## config.mk

```make
export PLATFORM = sky130hd
export DESIGN_NAME = xoodoo_round
export DESIGN_NICKNAME = d
export VERILOG_FILES = /design/src/hdl/xoodoo_pkg.sv /design/src/hdl/xoodoo_round.sv
export SDC_FILE = /design/constraint.sdc
export NUM_CORES = 1
export LEC_CHECK = 0
export BUFFER_PORTS_ARGS = -buffer_cell sky130_fd_sc_hd__buf_2
export CORE_AREA = 2 2 309 311
export DETAILED_ROUTE_END_ITERATION = 7
export DIE_AREA = 0 0 311 313
export PLACE_DENSITY = 0.47
export RECOVER_POWER = 25
export SLEW_MARGIN = 30
export SYNTH_ARGS = -nofsm -noshare
export SYNTH_HDL_FRONTEND = slang
export SYNTH_SLANG_ARGS = --single-unit
```

## constraint.sdc

```tcl
create_clock -name vclk -period 2
set_input_delay 0.2 -clock vclk [all_inputs]
set_output_delay 0.2 -clock vclk [all_outputs]
set_load 0.02 [all_outputs]
```

## src/hdl/xoodoo_pkg.sv

```systemverilog
// Package: Xoodoo state types, round constants and lane helpers.
`default_nettype none

package xoodoo_pkg;

    localparam int LANE_W     = 32;
    localparam int PLANES     = 3;
    localparam int COLS       = 4;
    localparam int STATE_W    = LANE_W * PLANES * COLS;
    localparam int MAX_ROUNDS = 12;
    localparam int RCNT_W     = 4;
    localparam int RSAT_W     = $clog2(MAX_ROUNDS + 1);
    localparam int CMP_W      = (RSAT_W > RCNT_W) ? RSAT_W : RCNT_W;

    typedef logic [LANE_W-1:0] lane_t;
    // [y][x]; lane (y, x) sits at bits (4*y + x)*32 when flattened
    typedef lane_t [PLANES-1:0][COLS-1:0] state_t;

    localparam logic [3:0] IOTA_P [7] = '{4'd1, 4'd5, 4'd7, 4'd6, 4'd3, 4'd4, 4'd2};
    localparam logic [2:0] IOTA_S [6] = '{3'd1, 3'd5, 3'd4, 3'd6, 3'd2, 3'd3};

    function automatic lane_t rotl(input lane_t v, input int unsigned n);
        int unsigned k;
        k = n % LANE_W;
        if (k == 0)
        begin
            return v;
        end
        return (v << k) | (v >> (LANE_W - k));
    endfunction

    function automatic lane_t round_const(input int unsigned j);
        lane_t base;
        base = LANE_W'(IOTA_P[j % 7] ^ 4'd8);
        return base << IOTA_S[j % 6];
    endfunction

endpackage

`default_nettype wire

```

## src/hdl/xoodoo_round.sv

```systemverilog
// One Xoodoo round (theta, rho-west, iota, chi, rho-east) with bypass.
`default_nettype none

module xoodoo_round
    import xoodoo_pkg::*;
(
    input  wire state_t a_in,
    input  wire lane_t  rc,
    input  wire logic   en,
    output state_t      a_out
);

    always_comb
    begin
        lane_t par [COLS];
        lane_t e   [COLS];
        lane_t a   [PLANES][COLS];
        lane_t b   [PLANES][COLS];
        lane_t w1  [COLS];
        state_t r;

        for (int x = 0; x < COLS; x++)
        begin
            par[x] = a_in[0][x] ^ a_in[1][x] ^ a_in[2][x];
        end
        for (int x = 0; x < COLS; x++)
        begin
            e[x] = rotl(par[(x + 3) % COLS], 5) ^ rotl(par[(x + 3) % COLS], 14);
        end
        // theta + rho-west
        for (int x = 0; x < COLS; x++)
        begin
            a[0][x] = a_in[0][x] ^ e[x];
            w1[x]   = a_in[1][(x + 3) % COLS] ^ e[(x + 3) % COLS];
            a[2][x] = rotl(a_in[2][x] ^ e[x], 11);
        end
        for (int x = 0; x < COLS; x++)
        begin
            a[1][x] = w1[x];
        end
        // iota
        a[0][0] = a[0][0] ^ rc;
        // chi
        for (int x = 0; x < COLS; x++)
        begin
            b[0][x] = a[0][x] ^ (~a[1][x] & a[2][x]);
            b[1][x] = a[1][x] ^ (~a[2][x] & a[0][x]);
            b[2][x] = a[2][x] ^ (~a[0][x] & a[1][x]);
        end
        // rho-east
        for (int x = 0; x < COLS; x++)
        begin
            r[0][x] = b[0][x];
            r[1][x] = rotl(b[1][x], 1);
            r[2][x] = rotl(b[2][(x + 2) % COLS], 8);
        end
        a_out = en ? r : a_in;
    end

endmodule

`default_nettype wire

```

==> results.json, run 1 <==
{
  "place_inst": 5329,
  "die_w_um": 311,
  "ant_nets": 0,
  "synthTopCellsByCount": "384 x xnor2_1, 375 x xnor3_1, 288 x nor2_1, 256 x a21oi_1",
  "ys_warn_count": 0,
  "cp_slowest_cell": "xnor3_2",
  "p_per_area_mw_per_mm2": 1140,
  "ir_worst_vdd_uv": 697,
  "synth_top_cell_by_area": "xnor3_1",
  "worstPathCellList": "buf_6 > xnor3_1 > buf_6 > buf_6 > xnor3_2 > nor2_4 > xor2_4 > a21oi_4 > buf_6",
  "gp_congestion": 1.02,
  "cp-startpoint": "a_in[329]",
  "io_buffer_count": 801,
  "violations": "negative setup slack",
  "arrival_ps": 2310,
  "finalCritPeriodShare_pct": 125,
  "num_vias": 28200,
  "p_total_uw": 60800,
  "setup_violations": 384,
  "setup_slack_ps": -509,
  "max_stage_delay_ps": 490,
  "cp_common_cell": "buf_6",
  "worst_pin_slew_ps": 737,
  "grt_start_max_net_pins": 76,
  "register_area_um2": 0,
  "routed_via_density": 4.99,
  "drc": 0,
  "synth_most_common_cell": "xnor2_1",
  "grt_pass1_vias": 27800,
  "ys_top_cells_by_area": "xnor3_1 36%, xnor2_1 14%, xor3_1 6.3%",
  "grt.overflow.total": 0,
  "syn-cell-area_mm2": 0.0233,
  "cap_viol_max_count": 0,
  "layout.nets": 4802,
  "grt_pass1_wl_um": 248000,
  "wl_per_cell_um": 34.8,
  "finalNonFillerCells": 5655,
  "hold_viol": 0,
  "p_leak_uw": 0.0271,
  "num_io_pins": 801,
  "ys_types": 24,
  "finalCriticalPeriod_ps": 2510,
  "drt_first_pass_iters": 5,
  "hp-class": "input port to primary output",
  "slew_violations": 0,
  "die_area_mm2": 0.0973,
  "drive_gt1_share_pct": 81.5,
  "fmaxAchievable_mhz": 399,
  "seq_cell_count": 0,
  "syn_avg_cell_area_um2": 10.2,
  "n_clock_buffer": 0,
  "cp.required_ps": 1800,
  "seq_area_frac_synth_pct": 0,
  "crit_type": "input port to primary output",
  "min_from": "a_in[28]",
  "areaGrowthSynthToFinish_pct": 128,
  "core-area_mm2": 0.0942,
  "drt_iter0_markers": 2572,
  "netlist.area_leader.share_pct": 36.2,
  "grt_usage_pct": 38.3,
  "post-dp-hpwl_um": 170000,
  "netlist_instances": 2285,
  "status": "finished with violations",
  "synth_nets": 2702,
  "endpoint_kind": "primary output",
  "rsz0062_at_grt": "yes",
  "die_h_um": 313,
  "initial_core_util_pct": 24.8,
  "routed_wirelength_um": 197000,
  "startpoint_type": "input port",
  "relSlewSlack_pct": 50.7,
  "rows": 113,
  "pre_cts_ws_ps": -837,
  "critPathMaxFanout": 2,
  "antenna_found_initial": 17
}
==> where the power goes <==
group,internal [uW],leakage (uW),switching (uW),total (uW)
Combinational,30700,0.0271,30100,60800
Clock,0.000430,0.0000000444,0,0.000430
Sequential,0,0,0,0
Total,30700,0.0271,30100,60800
==> critical path, delay by kind of cell <==
kind / cells / cell delay (ps)
buf+inv: 4 / 510
compound gates: 1 / 170
simple gates: 1 / 190
xor+xnor: 3 / 1220
==> through the flow <==
stage / TNS, ps / hold slack, ps / utilization, % / cell area [um2]
finish: -125660 / 726 / 56.6 / 53300
global route: -130490 / 736 / 56.6 / 53300
CTS: -117400 / 737 / 51.4 / 48400
detailed placement: -178000 / 808 / 40.5 / 38200
global placement: -177740 / 804 / 40.5 / 38200
floorplan: 0 / 494 / - / 24000
==> cells by family after synthesis <==
kind of cell / Yosys count / synth area share, %
AOI/OAI and AO/OA: 352 / 7.55
xor gates and xnor gates: 1024 / 69.6
buffers and inverters: 141 / 4.17
muxes: 32 / 1.54
and+or+nand+nor: 736 / 17.1
==> final cells by class <==
type                            instances  area, um2
Antenna cell                            7       17.5
Fill cell                            8087      40900
Multi-Input combinational cell       2144      30000
Tap cell                             1265       1580
Timing Repair Buffer                 2239      21700
==> per-layer routing <==
layer  up-vias  GRT usage, %  part of all wire (%)
met4        14          23.3                   8.6
li1      12000             -                     -
met2      1627          61.0                    45
met5         -             0                 0.045
met3       424          6.63                   9.2
met1     14200          48.5                    38
==> repair_timing <==
action                                   CTS  global route
pin swaps                                828           578
buffers inserted                         270           205
gates resized for setup                 2171           876
endpoints found under the setup margin   384           384
hold buffers                               0             0
==> path summary, 6_finish.rpt <==
check,end,slack [ps],depth (start not counted)
setup / recovery,a_out[342],-510,9
hold / removal,a_out[28],730,3
==> placed cells by master (no fill, tap or decap), types with 19 or more instances in the layout <==
cell type / Yosys / final
o21ai_1: 93 / 79
nor2_4: 0 / 21
xnor2_2: 0 / 116
a21oi_2: 0 / 140
xnor3_2: 37 / 237
xnor2_1: 384 / 159
xnor3_1: 375 / 173
xor2_2: 0 / 77
mux2_4: 0 / 30
nor2_1: 288 / 259
xor3_2: 34 / 93
nor3_2: 56 / 82
buf_4: 24 / 1013
buf_8: 0 / 85
nand2_2: 0 / 52
a21oi_4: 0 / 80
xnor2_4: 0 / 109
nand2_4: 0 / 63
and3b_2: 0 / 71
buf_2: 1 / 165
nand2b_4: 0 / 28
xor2_1: 128 / 19
and3b_1: 96 / 25
buf_6: 47 / 862
nor2b_4: 0 / 43
xor2_4: 0 / 32
buf_12: 0 / 113
and2b_1: 24 / 19
a21oi_1: 256 / 36
No activity file was read; power rests on OpenSTA's default activity.
==> run 2: changes to the inputs <==
--- a/config.mk
+++ b/config.mk
@@ -7,4 +7,5 @@
 export LEC_CHECK = 0
 export BUFFER_PORTS_ARGS = -buffer_cell sky130_fd_sc_hd__buf_2
+export CAP_MARGIN = 20
 export CORE_AREA = 2 2 309 311
 export DETAILED_ROUTE_END_ITERATION = 7
==> constraint.sdc (replaced) <==
create_clock -name vclk -period 2
set_input_delay 0.6 -clock vclk [all_inputs]
set_output_delay 0.6 -clock vclk [all_outputs]
set_load 0.02 [all_outputs]
==> run 2 against run 1 <==
The run still ends with negative setup slack left. Fmax shrank 23%. Count of clock-buffer cells in the layout is the same. Sequential cell count is the same. Final area shrank 4.9%. Highest routed layer unchanged.
==> results.json, run 2 (synthesis gave the netlist of run 1 again) <==
{
  "status": "finished with violations",
  "violations": "negative setup slack",
  "grt_start_max_net_pins": 51,
  "antenna_found_initial": 10,
  "startpoint_type": "input port",
  "cts_hold_buf": 0,
  "final_common_cell": "buf_4",
  "routed_via_density": 4.95,
  "hp-class": "input port to primary output",
  "drt_iter0_markers": 2687,
  "seq_cell_count": 0,
  "layout.nets": 4729,
  "setup_slack_ps": -1240,
  "initial_core_util_pct": 24.8,
  "slew_violations": 0,
  "routed_wirelength_um": 197000,
  "post-route-cell-area_mm2": 0.0507,
  "wl_per_cell_um": 35.4,
  "place_inst": 5340,
  "cp-startpoint": "a_in[106]",
  "dpl_cell_area_mm2": 0.0402,
  "core-area_mm2": 0.0942,
  "p_leak_uw": 0.0260,
  "gp_congestion": 1.01,
  "worst_pin_slew_ps": 535,
  "drt_first_pass_iters": 6,
  "layout_common_cells": "1100 x buf_4, 608 x buf_6, 264 x nor2_1, 243 x buf_2, 225 x xnor3_2",
  "cp_common_cell": "buf_6",
  "num_vias": 27600,
  "max_stage_delay_ps": 480,
  "cp.required_ps": 1400,
  "min_from": "a_in[21]",
  "p_per_area_mw_per_mm2": 1090,
  "cap_viol_max_count": 0,
  "ir_worst_vdd_uv": 633,
  "die_area_mm2": 0.0973,
  "grt_pass1_vias": 26900,
  "arrival_ps": 2640,
  "rows": 113,
  "setup_violations": 384,
  "relSlewSlack_pct": 64.2,
  "grt_pass1_wl_um": 251000,
  "n_clock_buffer": 0,
  "fmaxAchievable_mhz": 308,
  "post-dp-hpwl_um": 174000,
  "critPathMaxFanout": 5,
  "rsz0062_at_grt": "yes",
  "endpoint_kind": "primary output",
  "drive_gt1_share_pct": 79.0,
  "areaGrowthSynthToFinish_pct": 117,
  "finalCriticalPeriod_ps": 3240,
  "die_w_um": 311,
  "finalNonFillerCells": 5577,
  "worstPathCellList": "buf_8 > xnor3_2 > buf_12 > buf_6 > xor3_2 > nor3_2 > and3b_2 > xor2_2 > buf_6",
  "grt.overflow.total": 0,
  "io_buffer_count": 801,
  "utilization_pct": 53.8,
  "hold_viol": 0,
  "multiInputGateArea_mm2": 0.0289,
  "p_total_uw": 55400,
  "register_area_um2": 0,
  "drc": 0,
  "die_h_um": 313,
  "crit_type": "input port to primary output",
  "nFillCells": 8528,
  "ant_nets": 0,
  "cp_slowest_cell": "xor3_2",
  "num_io_pins": 801,
  "grt_usage_pct": 38.9,
  "finalCritPeriodShare_pct": 162
}
run 2: cell types whose count changed in the layout (fill, tap and decap cells not counted), sizes merged:
cell   change
buf       -73
diode      -5
run 2: stage by stage:
step / setup TNS [ps] / worst slack [ps] / hold WS [ps]
after floorplan: -240390 / -740 / 1290
after global placement: -465320 / -1830 / 1590
after detailed placement: -465040 / -1850 / 1590
after CTS: -411260 / -1230 / 1530
after global routing: -427220 / -1270 / 1550
final: -420130 / -1240 / 1530
run 2: worst max-delay path, delay by kind of cell:
kind / cells / cell delay [ps]
xor gates and xnor gates: 3 / 1130
buffers and inverters: 4 / 520
and+or+nand+nor: 2 / 380
run 2: what timing repair did:
action                                   CTS  global route
gates resized for setup                 1812           303
pin swaps                                673           247
setup buffers                            248            79
endpoints found under the setup margin   384           384
run 2: power by group:
group | internal [uW] | switching, uW | leakage, uW
sequential | 0 | 0 | 0
clock | 0.000105 | 0 | 0.0000000127
combinational | 27600 | 27700 | 0.0260
total | 27600 | 27700 | 0.0260
run 2: metal layers:
layer  up-vias  track usage [%]  routed length, um
li1      11800                -                  -
met1     13900             50.2              78000
met2      1533             64.8              91500
met3       345             5.82              15500
met4         4             17.1              12300
met5         -                0                 31
run 2: area by class of cell:
class                           instances  area share (%)
Antenna cell                            2         0.00988
Timing Repair Buffer                 2166            39.9
Tap cell                             1265            3.12
Multi-Input combinational cell       2144            57.0
run 2: path summary, 6_finish.rpt:
path              slack (ps)         to  cells past startpoint
setup / recovery       -1240  a_out[56]                      9
hold / removal          1530  a_out[21]                      3
==> run 3: changes to the inputs <==
--- a/config.mk
+++ b/config.mk
@@ -7,5 +7,4 @@
 export LEC_CHECK = 0
 export BUFFER_PORTS_ARGS = -buffer_cell sky130_fd_sc_hd__buf_2
-export CAP_MARGIN = 20
 export CORE_AREA = 2 2 309 311
 export DETAILED_ROUTE_END_ITERATION = 7
==> constraint.sdc (replaced) <==
create_clock -name vclk -period 2
set_input_delay 0.3 -clock vclk [all_inputs]
set_output_delay 0.3 -clock vclk [all_outputs]
set_load 0.02 [all_outputs]
==> run 3 against run 2 <==
The flow still finishes with violations (negative setup slack). First-iteration DRC count is 0.71% higher. Via count increased by 1.8%. Sequential cell count is the same. Sequential share of layout area did not move. Fmax is 20% higher. Final cell count rose by 1.4%. Total power increased by 13%. Count of clock-buffer cells in the layout did not move. Critical path depth did not move. Combinational power up 13%. Global-route usage fell by 0.58 points. Non-clock buffer count grew 72. Critical path type unchanged. Critical endpoint is now a_out[178].
==> results.json, run 3 (synthesis gave the netlist of run 1 again) <==
{
  "drt_first_pass_iters": 5,
  "gp_congestion": 1.03,
  "io_buffer_count": 801,
  "busiest_layer": "met2",
  "arrival_ps": 2400,
  "cts_hold_buf": 0,
  "grt_usage_pct": 38.4,
  "layout.nets": 4801,
  "finalCriticalPeriod_ps": 2700,
  "drive_gt1_share_pct": 83.2,
  "areaGrowthSynthToFinish_pct": 134,
  "endpoint_kind": "primary output",
  "p_leak_uw": 0.0275,
  "ir_worst_vdd_uv": 610,
  "die_w_um": 311,
  "hold_slack_ps": 927,
  "hold_viol": 0,
  "setup_violations": 384,
  "drc": 0,
  "hp-class": "input port to primary output",
  "die_h_um": 313,
  "crit_type": "input port to primary output",
  "die_area_mm2": 0.0973,
  "cp.required_ps": 1700,
  "seq_cell_count": 0,
  "num_io_pins": 801,
  "post-dp-hpwl_um": 171000,
  "core-area_mm2": 0.0942,
  "utilization_pct": 57.9,
  "ant_nets": 0,
  "p_per_area_mw_per_mm2": 1140,
  "tns_ps": -195040,
  "setup_slack_ps": -705,
  "grt_start_max_net_pins": 49,
  "critPathMaxFanout": 5,
  "grt_pass1_vias": 27700,
  "met1_usage_pct": 47.9,
  "fmaxAchievable_mhz": 370,
  "grt_pass1_wl_um": 247000,
  "cap_viol_max_count": 0,
  "cp-startpoint": "a_in[129]",
  "status": "finished with violations",
  "relSlewSlack_pct": 49.9,
  "drt_iter0_markers": 2706,
  "violations": "negative setup slack",
  "routed_via_density": 4.97,
  "layout_common_cells": "995 x buf_4, 863 x buf_6, 261 x nor2_1, 256 x xnor3_2, 171 x buf_2",
  "worst_pin_slew_ps": 748,
  "routed_wirelength_um": 196000,
  "antenna_found_initial": 36,
  "wl_per_cell_um": 34.7,
  "rsz0062_at_grt": "yes",
  "final_common_cell": "buf_4",
  "num_vias": 28100,
  "startpoint_type": "input port",
  "min_from": "a_in[28]",
  "initial_core_util_pct": 24.8,
  "grtUsageMet2_pct": 61.1,
  "slew_violations": 0,
  "rows": 113,
  "grt.met3_usage_pct": 9.19,
  "n_clock_buffer": 0,
  "grt.overflow.total": 0,
  "finalCritPeriodShare_pct": 135,
  "register_area_um2": 0
}
-- run 3: cell count changes in the layout (fill, tap and decap cells not counted), moves of 18 or more --
cell	delta
xor2_4	+18
xnor2_4	+61
a21oi_2	-42
nand2_4	+41
nand2_1	-47
xnor3_1	-29
buf_2	-72
xnor2_1	-57
buf_6	+255
xnor3_2	+31
buf_4	-105
a21oi_4	+42
-- run 3: timing repair --
item / 4_1_cts / 5_1_grt
pin swaps: 822 / 572
buffers inserted: 280 / 185
gates cloned: 0 / 0
gates resized for setup: 2062 / 676
endpoints found under the setup margin: 384 / 384
-- run 3: final cells by class --
class              instances  area, um2
well taps               1265       1580
fillers                 8024      39700
diodes                    10       25.0
multi-input cells       2144      31100
repair buffers          2238      21800
-- run 3: per-layer routing --
| metal | wire length [um] | part of all wire, % | up-vias |
|---|---|---|---|
| li1 | - | - | 12000 |
| met1 | 74900 | 38 | 14200 |
| met2 | 88300 | 45 | 1546 |
| met3 | 18400 | 9.4 | 370 |
| met4 | 14400 | 7.3 | 32 |
| met5 | 187 | 0.095 | - |
-- run 3: power by group --
group | switching, uW | total [uW] | internal (uW)
clock network | 0 | 0.000710 | 0.000710
logic | 30700 | 62400 | 31700
registers | 0 | 0 | 0
total | 30700 | 62400 | 31700
-- run 3: final timing paths --
path | depth (start not counted) | slack (ps) | to
max | 9 | -700 | a_out[178]
min | 3 | 930 | a_out[28]
-- run 3: worst max-delay path, cell delays in order --
cell and delay (ps):
buf_6 70, xnor3_1 410, buf_12 170, buf_4 140, xnor3_1 570, nor2b_2 330
xnor2_4 80, a21oi_2 180, buf_6 140
-- run 3: stage by stage --
stage | instances | power, uW | cell area, um2 | setup slack (ps)
floorplan | 2285 | 23600 | 26000 | -140
global placement | 5332 | 44700 | 40200 | -1010
detailed placement | 5332 | 44700 | 40200 | -991
CTS | 5508 | 57000 | 50400 | -675
global route | 5653 | 63600 | 54500 | -722
finish | 5657 | 62400 | 54500 | -705
